$ cat src/rtl/ltti_pkg.sv
// Shared types, sizes and codes for the lead-time threshold interpolator.
// No dependencies; every other file of the block but ltti_ram uses this package.
package ltti_pkg;

  localparam int CAPACITY = 32;
  localparam int IDX_W    = (CAPACITY > 1) ? $clog2(CAPACITY) : 1;
  localparam int CNT_W    = $clog2(CAPACITY + 1);
  localparam int KEY_W    = 24;
  localparam int VAL_W    = 32;
  localparam int ENT_W    = KEY_W + VAL_W;
  localparam int PROD_W   = VAL_W + KEY_W + 1;
  localparam int ACC_W    = PROD_W + 1;
  localparam int DVD_W    = VAL_W + KEY_W;
  localparam int DIV_CW   = $clog2(DVD_W + 1);

  localparam logic [1:0] OP_STORE  = 2'd0;
  localparam logic [1:0] OP_INTERP = 2'd1;
  localparam logic [1:0] OP_PART   = 2'd2;
  localparam logic [1:0] OP_CLEAR  = 2'd3;

  localparam logic [1:0] ST_OK        = 2'd0;
  localparam logic [1:0] ST_NOT_FOUND = 2'd1;
  localparam logic [1:0] ST_UNEVEN    = 2'd2;
  localparam logic [1:0] ST_FULL      = 2'd3;

  // Read address selection.
  localparam logic [1:0] RS_IDX   = 2'd0;
  localparam logic [1:0] RS_IDXM1 = 2'd1;
  localparam logic [1:0] RS_J     = 2'd2;

  typedef struct packed {
    logic [1:0]              op;
    logic [KEY_W-1:0]        lead_time;
    logic signed [VAL_W-1:0] threshold_in;
  } in_t;

  typedef struct packed {
    logic signed [VAL_W-1:0] threshold_out;
    logic [1:0]              status;
  } out_t;

  typedef struct packed {
    logic       load;
    logic       clr_cnt;
    logic       cnt_inc;
    logic       idx_inc;
    logic       idx_dec;
    logic       idx_load_cnt;
    logic       set_pos_idx;
    logic       set_pos_cnt;
    logic       wr_new;
    logic       wr_shift;
    logic [1:0] rsel;
    logic       cap_prev;
    logic       cap_cur;
    logic       p_track;
    logic       res_rd;
    logic       set_st;
    logic [1:0] st;
    logic       mul1;
    logic       mul2;
    logic       mul3;
    logic       div_start;
    logic       res_div;
    logic       set_j;
    logic       j_zero;
    logic       out_load;
  } cmd_t;

  typedef struct packed {
    logic [1:0] op;
    logic       cnt_zero;
    logic       cnt_full;
    logic       last;
    logic       key_ge;
    logic       key_eq;
    logic       idx_zero;
    logic       at_pos;
    logic       gap_bad;
    logic       j_zero_c;
    logic       div_done;
  } sts_t;

endpackage

$ cat src/rtl/ltti_ctrl.sv
// Controller state machine: sequences scans, shifts, multiply and divide.
// Depends on ltti_pkg; drives ltti_dp through the command struct.
module ltti_ctrl (
  input  logic           clk,
  input  logic           rst_n,
  input  logic           in_valid,
  input  logic [1:0]     in_op,
  output logic           in_stall,
  output logic           out_valid,
  input  logic           out_stall,
  input  ltti_pkg::sts_t sts,
  output ltti_pkg::cmd_t cmd
);

  localparam logic [4:0] S_IDLE  = 5'd0;
  localparam logic [4:0] S_RD    = 5'd1;
  localparam logic [4:0] S_CHK   = 5'd2;
  localparam logic [4:0] S_INS   = 5'd3;
  localparam logic [4:0] S_SH    = 5'd4;
  localparam logic [4:0] S_SH_WR = 5'd5;
  localparam logic [4:0] S_MUL1  = 5'd6;
  localparam logic [4:0] S_MUL2  = 5'd7;
  localparam logic [4:0] S_MUL3  = 5'd8;
  localparam logic [4:0] S_DST   = 5'd9;
  localparam logic [4:0] S_DIVW  = 5'd10;
  localparam logic [4:0] S_PDIV  = 5'd11;
  localparam logic [4:0] S_PDW   = 5'd12;
  localparam logic [4:0] S_PRD   = 5'd13;
  localparam logic [4:0] S_PVAL  = 5'd14;
  localparam logic [4:0] S_NF    = 5'd15;
  localparam logic [4:0] S_DONE  = 5'd16;

  logic [4:0] state_r, state_nxt;
  logic       out_valid_r, out_valid_nxt;

  always_comb begin
    cmd       = '0;
    cmd.rsel  = ltti_pkg::RS_IDX;
    state_nxt = state_r;
    unique case (state_r)
      S_IDLE: begin
        if (in_valid) begin
          cmd.load = 1'b1;
          unique case (in_op)
            ltti_pkg::OP_CLEAR: begin
              cmd.clr_cnt = 1'b1;
              state_nxt   = S_DONE;
            end
            ltti_pkg::OP_STORE: begin
              state_nxt = sts.cnt_zero ? S_INS : S_RD;
            end
            default: begin
              state_nxt = sts.cnt_zero ? S_NF : S_RD;
            end
          endcase
        end
      end
      S_RD: begin
        state_nxt = S_CHK;
      end
      S_CHK: begin
        unique case (sts.op)
          ltti_pkg::OP_STORE: begin
            if (sts.key_ge) begin
              if (sts.key_eq) begin
                cmd.wr_new = 1'b1;
                state_nxt  = S_DONE;
              end else begin
                cmd.set_pos_idx = 1'b1;
                state_nxt       = S_INS;
              end
            end else if (sts.last) begin
              cmd.set_pos_cnt = 1'b1;
              state_nxt       = S_INS;
            end else begin
              cmd.idx_inc = 1'b1;
              state_nxt   = S_RD;
            end
          end
          ltti_pkg::OP_INTERP: begin
            // Exact match, below the first key, or past the last key.
            if ((sts.key_ge && (sts.key_eq || sts.idx_zero)) ||
                (!sts.key_ge && sts.last)) begin
              cmd.res_rd = 1'b1;
              state_nxt  = S_DONE;
            end else if (sts.key_ge) begin
              cmd.cap_cur = 1'b1;
              state_nxt   = S_MUL1;
            end else begin
              cmd.cap_prev = 1'b1;
              cmd.idx_inc  = 1'b1;
              state_nxt    = S_RD;
            end
          end
          default: begin
            if (sts.gap_bad) begin
              cmd.set_st = 1'b1;
              cmd.st     = ltti_pkg::ST_UNEVEN;
              state_nxt  = S_DONE;
            end else begin
              cmd.p_track = 1'b1;
              if (sts.last) begin
                state_nxt = S_PDIV;
              end else begin
                cmd.idx_inc = 1'b1;
                state_nxt   = S_RD;
              end
            end
          end
        endcase
      end
      S_INS: begin
        if (sts.cnt_full) begin
          cmd.set_st = 1'b1;
          cmd.st     = ltti_pkg::ST_FULL;
          state_nxt  = S_DONE;
        end else begin
          cmd.idx_load_cnt = 1'b1;
          state_nxt        = S_SH;
        end
      end
      S_SH: begin
        if (sts.at_pos) begin
          cmd.wr_new  = 1'b1;
          cmd.cnt_inc = 1'b1;
          state_nxt   = S_DONE;
        end else begin
          cmd.rsel  = ltti_pkg::RS_IDXM1;
          state_nxt = S_SH_WR;
        end
      end
      S_SH_WR: begin
        cmd.wr_shift = 1'b1;
        cmd.idx_dec  = 1'b1;
        state_nxt    = S_SH;
      end
      S_MUL1: begin
        cmd.mul1  = 1'b1;
        state_nxt = S_MUL2;
      end
      S_MUL2: begin
        cmd.mul2  = 1'b1;
        state_nxt = S_MUL3;
      end
      S_MUL3: begin
        cmd.mul3  = 1'b1;
        state_nxt = S_DST;
      end
      S_DST: begin
        cmd.div_start = 1'b1;
        state_nxt     = S_DIVW;
      end
      S_DIVW: begin
        if (sts.div_done) begin
          cmd.res_div = 1'b1;
          state_nxt   = S_DONE;
        end
      end
      S_PDIV: begin
        if (sts.j_zero_c) begin
          cmd.j_zero = 1'b1;
          state_nxt  = S_PRD;
        end else begin
          cmd.div_start = 1'b1;
          state_nxt     = S_PDW;
        end
      end
      S_PDW: begin
        if (sts.div_done) begin
          cmd.set_j = 1'b1;
          state_nxt = S_PRD;
        end
      end
      S_PRD: begin
        cmd.rsel  = ltti_pkg::RS_J;
        state_nxt = S_PVAL;
      end
      S_PVAL: begin
        cmd.res_rd = 1'b1;
        state_nxt  = S_DONE;
      end
      S_NF: begin
        cmd.set_st = 1'b1;
        cmd.st     = ltti_pkg::ST_NOT_FOUND;
        state_nxt  = S_DONE;
      end
      S_DONE: begin
        if (!out_valid_r || !out_stall) begin
          cmd.out_load = 1'b1;
          state_nxt    = S_IDLE;
        end
      end
      default: begin
        state_nxt = S_IDLE;
      end
    endcase
  end

  always_comb begin
    out_valid_nxt = out_valid_r;
    if (cmd.out_load) begin
      out_valid_nxt = 1'b1;
    end else if (!out_stall) begin
      out_valid_nxt = 1'b0;
    end
  end

  always_ff @(posedge clk) begin
    if (!rst_n) begin
      state_r     <= S_IDLE;
      out_valid_r <= 1'b0;
    end else begin
      state_r     <= state_nxt;
      out_valid_r <= out_valid_nxt;
    end
  end

  assign in_stall  = state_r != S_IDLE;
  assign out_valid = out_valid_r;

endmodule

$ cat config.mk
export PLATFORM = sky130hd
export DESIGN_NAME = ltti_ctrl
export DESIGN_NICKNAME = d
export VERILOG_FILES = /design/src/rtl/ltti_pkg.sv /design/src/rtl/ltti_ctrl.sv
export SDC_FILE = /design/constraint.sdc
export NUM_CORES = 1
export LEC_CHECK = 0
export BUFFER_PORTS_ARGS = -buffer_cell sky130_fd_sc_hd__buf_2
export CORE_MARGIN = 2
export CORE_UTILIZATION = 25
export DETAILED_ROUTE_END_ITERATION = 12
export PLACE_DENSITY = 0.47
export SKIP_LAST_GASP = 1
export SLEW_MARGIN = 20
export SYNTH_ARGS = -nofsm -noshare
export SYNTH_HDL_FRONTEND = slang
export SYNTH_SLANG_ARGS = --single-unit
$ cat constraint.sdc
create_clock -name clk -period 1.75 [get_ports clk]
set_input_delay 0.0875 -clock clk [delete_from_list [all_inputs] [get_ports clk]]
set_output_delay 0.0875 -clock clk [all_outputs]
set_load 0.05 [all_outputs]
==> results of run 1 <==
[how the worst max path moves through the flow]
stage | from | end | slack, ns | depth (start not counted)
6_report | state_r[0] | cmd[11] | -0.02 | 5
5_1_grt | state_r[0] | cmd[11] | -0.08 | 5
4_1_cts | state_r[0] | cmd[11] | -0.02 | 5
3_5_place_dp | state_r[3] | state_r[1] | 0.009 | 7
3_3_place_gp | state_r[2] | state_r[3] | -0.02 | 6
2_1_floorplan | state_r[0] | cmd[18] | -0.39 | 5
[cells in the mapped netlist (all sizes together)]
| cell | n |
|---|---|
| nor2 | 19 |
| nand2 | 13 |
| a21oi | 12 |
| buf | 11 |
| nor3 | 11 |
| nand2b | 8 |
| inv | 7 |
| dfxtp | 6 |
| o21ai | 5 |
| a31oi | 4 |
| and3 | 4 |
| nor4 | 4 |
| a211oi | 3 |
| ha | 3 |
| nor2b | 3 |
| or3 | 3 |
| a21boi | 2 |
| and2 | 2 |
| clkbuf | 2 |
| nand3 | 2 |
| o22a | 2 |
| o22ai | 2 |
| o31ai | 2 |
| a211o | 1 |
| a21o | 1 |
| a221o | 1 |
| a31o | 1 |
| mux2i | 1 |
| nand3b | 1 |
| nand4bb | 1 |
| nor4b | 1 |
| o21bai | 1 |
| o311a | 1 |
| o311ai | 1 |
| o32a | 1 |
| o32ai | 1 |
| or3b | 1 |
[worst reg2reg max path: cells and delay by family, from the launching register on]
family | cells | cell delay [ns]
AO/OA/AOI/OAI | 3 | 0.34
buffers and inverters | 2 | 0.33
flip-flops | 1 | 0.34
AND/OR/NAND/NOR | 2 | 0.57
[report_power, final]
group	switching (mW)	internal [mW]
Combinational	1.25	0.885
Clock	0.0601	0.148
Sequential	0.0713	0.191
Total	1.38	1.22
[flip-flops by register name (all words and copies together), names as in the netlist]
name	count
state_r	5
out_valid	1
[timing repair]
item | CTS | global route
pin swaps | 2 | 3
endpoints found under the hold margin | 0 | 0
setup endpoints to repair | 17 | 18
buffers inserted | 1 | 4
gates resized for setup | 23 | 22
[logic make-up after synthesis]
family                     count (synthesis)  synth area share
adders and majority gates                  3            0.0378
and+or+nand+nor                           73             0.427
DFF                                        6             0.121
AOI/OAI and AO/OA                         41             0.298
muxes                                      1            0.0101
buffers and inverters                     20             0.106
[per-layer routing]
layer,global-route usage,vias to the layer above,routed length (microns)
met1,0.233,639,1740
met3,0.0169,6,271
li1,-,662,-
met4,0.0434,0,78
met5,0,-,0
met2,0.312,53,1960
[area by class of cell]
| cell class | instances | area, sq um |
|---|---|---|
| sequential | 6 | 126 |
| tap | 48 | 60.1 |
| clock buffer | 3 | 41.3 |
| fill | 387 | 2020 |
| inverter | 7 | 26.3 |
| timing repair buffer | 79 | 556 |
| multi-input combinational | 118 | 917 |
==> impl_metrics.csv, run 1 <==
group,metric,value,unit
outcome,status,"finished, violations left",
outcome,failed_checks,"setup timing",
sta,period_minus_slack,1.77,ns
synthesis,yosysSeqAreaShare,0.121,
clocking,clockRootBuffer,"clkbuf_8",
global_route,grt_max_degree,13,
synthesis,syn_inst,144,
sta,tns,-0.0196,ns
drt,drt_wl_total,4050,microns
synthesis,synth_cell_types,46,
worst_setup_path,cp-end-kind,"primary output",
worst_setup_path,max_stage_delay,0.44,ns
drt,detail_route.first_pass.iterations,4,
place,io_buffers,46,
worst_setup_path,crit_fanout,4,
worst_setup_path,crit_type,"flop to primary output",
power_and_ir_drop,p_leak,0.780,nW
synthesis,yosys_warnings,0,
floorplan,coreArea,3740,sq um
hold_path,min_path_cells,2,
synthesis,yosysTopAreaCell,"dfxtp_1",
global_route,antenna_found_initial,0,
clocking,h-tree-depth,1,
floorplan,initial_core_util,0.265,
hold_path,whs_endpoint,"state_r[4]",
floorplan,dieHeight,67.0,microns
worst_setup_path,reg2reg_from,"state_r[4]",
floorplan,dieWidth,67.0,microns
sta,fin_skew,0.00245,ns
drt,viasPerCell,5.21,
synthesis,synth_area_per_cell,6.90,sq um
finish,area_delta_synth_final,73.8,%
finish,drive_gt1_frac,0.559,
worst_setup_path,path_delay_family,"simple AND/OR/NAND/NOR gates",
finish,antenna_cells,0,
sta,period_share,1.01,
finish,fin_util,0.461,
finish,final_cell_mix,"buf_4 (34), buf_2 (33), nor2_1 (12), buf_6 (12), nand2_1 (11)",
synthesis,synth_seq_cells,6,
synthesis,synth_nets,165,
synthesis,synth.area.top_cells,"dfxtp_1 (12%), nor2_1 (6.8%), a21oi_1 (6.0%)",
worst_setup_path,rr_endpoint,"state_r[1]",
worst_setup_path,r2r_cells,7,
worst_setup_path,setup.worst_path.start_class,"flop",
clocking,cts_buffer_depth,2,
clocking,cts_num_sinks,6,
drt,drc_errors,0,
sta,tightestPinTransition,0.376,ns
flow_run,cap_viol_max_count,0,
place,post-dp-hpwl,3270,microns
place,placed_cells,253,
sta,relSlewSlack,0.746,
clocking,clkLatencyLatePin,0.22,ns
power_and_ir_drop,vdd_drop_max,1.03,mV
finish,layout_commonest_cell,"buf_4",
sta,timing.fmax,565,MHz
global_route,grt_pass1_vias,1269,
sta,hold_viol_final,0,
floorplan,num_rows,22,
place,routabilityCongestion,0.863,
place,placed_area,1510,sq um
sta,drv_slew,0,
global_route,grt_overflow,0,
clocking,cts_hold_buf,0,
clocking,cts_tree,"done",
synthesis,synth_area,993,sq um
power_and_ir_drop,power,2.60,mW
sta,fin_ws,-0.0196,ns
drt,wl_per_cell,15.5,microns
sta,fin_hold_ws,0.156,ns
global_route,grt_pass1_wl,6110,microns
drt,drt_iter0_markers,82,
worst_setup_path,r2r_slack,0.04,ns
synthesis,synth_top_area_share,0.121,
finish,final_cell_area,1730,sq um
worst_setup_path,path_cells,"or3_4, nor2_8, nand3_4, o32ai_4, buf_6",
drt,detail-route-antenna-nets,0,
clocking,clk_pin_slew_worst_paths,0.04,ns
sta,setup-violations-final,1,
worst_setup_path,required,1.66,ns
global_route,grt_usage,0.179,
hold_path,hold_path.class,"input port to flop",
finish,stdcell_count,261,
power_and_ir_drop,power_density,1510,nW/um^2
worst_setup_path,arrival,1.68,ns
worst_setup_path,slowest_stage,"or3_4",
clocking,numCtsBuffers,3,
worst_setup_path,path_buf_inv,1,
drt,vias,1360,
sta,rsz0062_at_grt,"yes",
finish,finalNetCount,236,
hold_path,hp-start,"rst_n",
floorplan,dieArea,4490,sq um
place,pre_cts_ws,0.00905,ns
floorplan,io_pins,47,
(Power assumes the default switching activity.)
==> inputs of run 2 (changes only) <==
--- a/config.mk
+++ b/config.mk
@@ -6,10 +6,9 @@
 export NUM_CORES = 1
 export LEC_CHECK = 0
 export BUFFER_PORTS_ARGS = -buffer_cell sky130_fd_sc_hd__buf_2
-export CORE_MARGIN = 2
 export CORE_UTILIZATION = 25
 export DETAILED_ROUTE_END_ITERATION = 12
-export PLACE_DENSITY = 0.47
+export PLACE_DENSITY_LB_ADDON = 0.05
 export SKIP_LAST_GASP = 1
 export SLEW_MARGIN = 20
 export SYNTH_ARGS = -nofsm -noshare
==> run 2 against run 1 <==
Net effect: the run still ends with setup timing left; final area is 1.0% higher; sequential share of layout area decreased by 0.15 points; largest power group unchanged; die area is 5.9% lower; critical path depth increased by 1; critical path type unchanged; core utilization rose by 0.47 points; register-to-register slack about the same; first-iteration DRC count increased by 6.1%; combinational power hardly changed; via count shrank 2.6%; largest cell class unchanged; routed wire length fell by 5.1%; non-clock buffer count unchanged.
==> impl_metrics.csv, run 2 (synthesis results as in run 1) <==
group,metric,value,unit
sta,setup-violations-final,2,
place,routabilityCongestion,0.851,
floorplan,dieHeight,65.0,microns
power_and_ir_drop,power_switching,1.36,mW
power_and_ir_drop,power_frac_seq,0.104,
clocking,numCtsBuffers,3,
clocking,clk_pin_slew_worst_paths,0.04,ns
sta,relSlewSlack,0.687,
global_route,grt_usage,0.190,
sta,period_minus_slack,1.79,ns
global_route,grt_pass1_wl,6130,microns
flow_run,cap_viol_max_count,0,
finish,regMostFlops,"state_r",
finish,largest_reg_flops,5,
clocking,clockRootBuffer,"clkbuf_8",
outcome,failed_checks,"setup timing",
place,pre_cts_ws,-0.0603,ns
drt,viasPerCell,5.08,
finish,fin_util,0.466,
floorplan,dieArea,4230,sq um
worst_setup_path,cp-end-kind,"primary output",
finish,stdcell_count,261,
power_and_ir_drop,vdd_drop_max,0.719,mV
worst_setup_path,r2r_slack,0.03,ns
global_route,grt_overflow,0,
sta,rsz0062_at_grt,"yes",
outcome,status,"finished, violations left",
power_and_ir_drop,power.internal,1.22,mW
drt,wl_per_cell,14.7,microns
sta,fin_ws,-0.0433,ns
worst_setup_path,setup.worst_path.start,"state_r[4]",
finish,drive_gt1_frac,0.563,
floorplan,initial_core_util,0.265,
worst_setup_path,r2r_cells,7,
sta,drv_slew,0,
power_and_ir_drop,clockPowerShare,0.080,
floorplan,num_rows,22,
place,placed_cells,251,
sta,fin_skew,0.00334,ns
finish,area_delta_synth_final,75.6,%
power_and_ir_drop,power_frac_comb,0.816,
place,post-dp-hpwl,3130,microns
worst_setup_path,arrival,1.71,ns
power_and_ir_drop,swShare,0.527,
clocking,cts_hold_buf,0,
drt,drt_iter0_markers,87,
drt,detail-route-antenna-nets,0,
worst_setup_path,setup.worst_path.start_class,"flop",
drt,detail_route.first_pass.iterations,4,
power_and_ir_drop,power_density,1480,nW/um^2
sta,timing.fmax,558,MHz
finish,antenna_cells,0,
clocking,cts_tree,"done",
clocking,clkLatencyLatePin,0.22,ns
drt,drt_wl_total,3840,microns
finish,finalNetCount,236,
finish,layout_commonest_cell,"buf_4",
clocking,cts_num_sinks,6,
floorplan,io_pins,47,
place,io_buffers,46,
worst_setup_path,reg2reg_from,"state_r[3]",
sta,tightestPinTransition,0.464,ns
drt,vias,1325,
sta,fin_hold_ws,0.161,ns
hold_path,hold_path.class,"input port to flop",
power_and_ir_drop,p_leak,0.790,nW
global_route,antenna_found_initial,0,
worst_setup_path,crit_end,"cmd[18]",
worst_setup_path,rr_endpoint,"state_r[1]",
global_route,grt_max_degree,11,
global_route,grt_pass1_vias,1251,
sta,period_share,1.02,
worst_setup_path,crit_fanout,3,
floorplan,coreArea,3740,sq um
floorplan,dieWidth,65.0,microns
worst_setup_path,crit_type,"flop to primary output",
worst_setup_path,required,1.66,ns
clocking,cts_buffer_depth,2,
clocking,h-tree-depth,1,
drt,drc_errors,0,
sta,hold_viol_final,0,
finish,final_cell_mix,"buf_4 (36), buf_2 (29), nor2_1 (13)",
-- run 2: worst min-delay path by stage --
stage / from / end / slack [ns] / cells past startpoint
floorplan: rst_n / state_r[3] / 0.20 / 2
global placement: rst_n / state_r[4] / 0.41 / 2
detailed placement: rst_n / state_r[3] / 0.40 / 3
CTS: rst_n / state_r[3] / 0.16 / 3
global route: rst_n / state_r[3] / 0.19 / 3
finish: rst_n / state_r[3] / 0.16 / 3
-- run 2: through the flow --
stage / total power, mW / area [sq um] / TNS [ns]
2_1_floorplan: 1.52 / 1090 / -1.52
3_3_place_gp: 2.09 / 1490 / -0.102
3_5_place_dp: 2.07 / 1490 / -0.0716
4_1_cts: 2.43 / 1650 / -0.0829
5_1_grt: 2.73 / 1740 / -0.316
6_report: 2.58 / 1740 / -0.0533
-- run 2: layout make-up --
type / count / area, sq um
clock buffers: 3 / 41.3
fillers: 403 / 2000
inverters: 7 / 26.3
multi-input cells: 118 / 930
flip-flops and latches: 6 / 125
well taps: 48 / 60.1
repair buffers: 79 / 562
-- run 2: worst max-delay path, stage by stage (launching register included) --
cell and delay, ns:
dfxtp_1 0.31, buf_4 0.15, nor3_4 0.20, nand2_2 0.09, or3_4 0.36, o21bai_1 0.18, buf_6 0.18
-- run 2: timing repair --
item | in CTS | in global routing
pin swaps | 1 | 4
setup buffers | 3 | 4
resized for setup | 27 | 22
setup endpoints to repair | 18 | 23
-- run 2: metal layers --
layer / part of all wire / GRT usage / vias up
li1: - / - / 663
met1: 0.47 / 0.254 / 623
met2: 0.49 / 0.326 / 35
met3: 0.037 / 0.0194 / 4
met4: 0.0062 / 0.0408 / 0
met5: 0 / 0 / -
-- run 2: power groups by stage --
stage	logic [mW]	clock network, mW	registers [mW]
final	2.10	0.205	0.269
after global routing	2.24	0.223	0.270
after CTS	1.97	0.212	0.251
after detailed placement	1.84	0	0.234
after global placement	1.85	0	0.235
after floorplan	1.31	0	0.210
==> inputs of run 3 (changes only) <==
--- a/config.mk
+++ b/config.mk
@@ -6,7 +6,7 @@
 export NUM_CORES = 1
 export LEC_CHECK = 0
 export BUFFER_PORTS_ARGS = -buffer_cell sky130_fd_sc_hd__buf_2
-export CORE_UTILIZATION = 25
+export CORE_UTILIZATION = 50
 export DETAILED_ROUTE_END_ITERATION = 12
 export PLACE_DENSITY_LB_ADDON = 0.05
 export SKIP_LAST_GASP = 1
==> constraint.sdc (replaced) <==
create_clock -name clk -period 2.2 [get_ports clk]
set_input_delay 0.11 -clock clk [delete_from_list [all_inputs] [get_ports clk]]
set_output_delay 0.11 -clock clk [all_outputs]
set_load 0.05 [all_outputs]
==> run 3 against run 2 <==
Net effect: the run now ends clean; final area shrank 25%; via count shrank 5.3%; non-clock buffer count shrank 25; critical path type unchanged; highest routed layer unchanged; combinational power shrank 42%.
==> impl_metrics.csv, run 3 (synthesis results as in run 1) <==
group,metric,value,unit
outcome,status,"finished, final reports clean",
drt,viasPerCell,5.89,
power_and_ir_drop,clockPowerShare,0.071,
floorplan,initial_core_util,0.551,
clocking,cts_buffer_depth,2,
floorplan,dieWidth,46.6,microns
floorplan,num_rows,15,
finish,layout_commonest_cell,"buf_2",
finish,final_cell_mix,"buf_2 (45), nor2_1 (17), nand2_1 (13)",
worst_setup_path,crit_type,"flop to primary output",
floorplan,dieHeight,46.6,microns
hold_path,min_path_cells,2,
clocking,cts_num_sinks,6,
clocking,ctsResizeCount,0,
finish,finalNetCount,211,
sta,fin_skew,0.00856,ns
clocking,cts_setup_buffers,0,
flow_run,cap_viol_max_count,0,
global_route,grt_max_degree,13,
finish,drive_gt1_frac,0.372,
worst_setup_path,crit_fanout,12,
sta,relSlewSlack,0.665,
sta,rsz0062_at_grt,"no",
place,io_buffers,46,
worst_setup_path,required,2.09,ns
sta,hold_viol_final,0,
global_route,antenna_found_initial,0,
place,routabilityCongestion,0.971,
worst_setup_path,cp-end-kind,"primary output",
sta,drv_slew,0,
drt,detail-route-antenna-nets,0,
worst_setup_path,setup.worst_path.start_class,"flop",
drt,drt_iter0_markers,78,
sta,fin_ws,0.0907,ns
finish,area_delta_synth_final,31.2,%
hold_path,whs_endpoint,"state_r[4]",
drt,detail_route.first_pass.iterations,4,
drt,vias,1255,
power_and_ir_drop,power.internal,0.608,mW
global_route,grt_pass1_vias,1078,
sta,period_minus_slack,2.11,ns
power_and_ir_drop,power_frac_seq,0.141,
floorplan,dieArea,2170,sq um
place,pre_cts_ws,0.301,ns
worst_setup_path,setup.worst_path.start,"state_r[3]",
clocking,clkLatencyLatePin,0.26,ns
clocking,h-tree-depth,1,
power_and_ir_drop,vdd_drop_max,0.919,mV
worst_setup_path,r2r_slack,0.32,ns
clocking,numCtsBuffers,3,
clocking,cts_hold_buf,0,
global_route,grt_pass1_wl,4770,microns
finish,antenna_cells,0,
global_route,grt_overflow,0,
worst_setup_path,r2r_cells,5,
power_and_ir_drop,power_density,1180,nW/um^2
finish,largest_reg_flops,5,
sta,period_share,0.959,
floorplan,coreArea,1800,sq um
drt,drt_wl_total,3190,microns
finish,regMostFlops,"state_r",
clocking,cts_tree,"done",
drt,drc_errors,0,
hold_path,hp-start,"rst_n",
sta,tightestPinTransition,0.497,ns
power_and_ir_drop,power_frac_comb,0.787,
worst_setup_path,arrival,2.00,ns
worst_setup_path,rr_endpoint,"state_r[2]",
power_and_ir_drop,swShare,0.606,
drt,wl_per_cell,15.0,microns
place,post-dp-hpwl,2520,microns
power_and_ir_drop,p_leak,0.620,nW
worst_setup_path,reg2reg_from,"state_r[3]",
sta,tns,0,ns
clocking,clockRootBuffer,"clkbuf_4",
sta,setup-violations-final,0,
sta,timing.fmax,474,MHz
clocking,clk_pin_slew_worst_paths,0.05,ns
global_route,grt_usage,0.307,
floorplan,io_pins,47,
power_and_ir_drop,power_switching,0.937,mW
hold_path,hold_path.class,"input port to flop",
[run 3: cell types whose count changed in the layout (fill, tap and decap cells not counted), moves of 4 or more]
cell     previous run  this run
nor3_1              4         8
dfxtp_2             4         0
nor2_1             13        17
buf_4              36         8
buf_2              29        45
dfxtp_1             2         6
buf_6              11         0
[run 3: layer usage]
| metal | vias up | wire length [microns] | track usage |
|---|---|---|---|
| met2 | 92 | 1530 | 0.528 |
| met1 | 544 | 1310 | 0.398 |
| met5 | - | 0 | 0 |
| met4 | 0 | 69 | 0.0647 |
| met3 | 11 | 271 | 0.0431 |
| li1 | 608 | - | - |
[run 3: how the worst max path moves through the flow]
| stage | to | slack (ns) | cells past startpoint |
|---|---|---|---|
| 5_1_grt | cmd[18] | 0.02 | 5 |
| 4_1_cts | cmd[11] | 0.04 | 5 |
| 3_5_place_dp | cmd[11] | 0.30 | 5 |
| 2_1_floorplan | cmd[21] | 0.008 | 4 |
| 3_3_place_gp | cmd[11] | 0.33 | 5 |
| 6_report | cmd[18] | 0.09 | 5 |
[run 3: critical path: stages, from the launching register on]
cell      delay [ns]
dfxtp_1         0.42
nor3_1          0.34
nand2_1         0.12
or3_1           0.38
o21bai_1        0.19
buf_2           0.29
[run 3: final cells by class]
cell class | count | area, sq um
clock buffers | 3 | 22.5
fillers | 164 | 498
inverters | 7 | 26.3
multi-input cells | 118 | 811
flip-flops and latches | 6 | 120
well taps | 25 | 31.3
repair buffers | 54 | 293
[run 3: through the flow]
stage	utilization	hold WS (ns)	total power [mW]	instances	area (sq um)
floorplan	-	0.225	1.17	144	1030
global placement	0.707	0.413	1.38	210	1270
detailed placement	0.707	0.414	1.39	210	1270
CTS	0.719	0.146	1.51	213	1300
global route	0.724	0.161	1.63	213	1300
finish	0.724	0.154	1.54	213	1300
[run 3: power groups by stage]
| stage | sequential (mW) | clock (mW) | combinational (mW) |
|---|---|---|---|
| after floorplan | 0.167 | 0 | 0.999 |
| after global placement | 0.210 | 0 | 1.17 |
| after detailed placement | 0.210 | 0 | 1.18 |
| after CTS | 0.208 | 0.110 | 1.19 |
| after global routing | 0.222 | 0.112 | 1.30 |
| final | 0.219 | 0.110 | 1.22 |
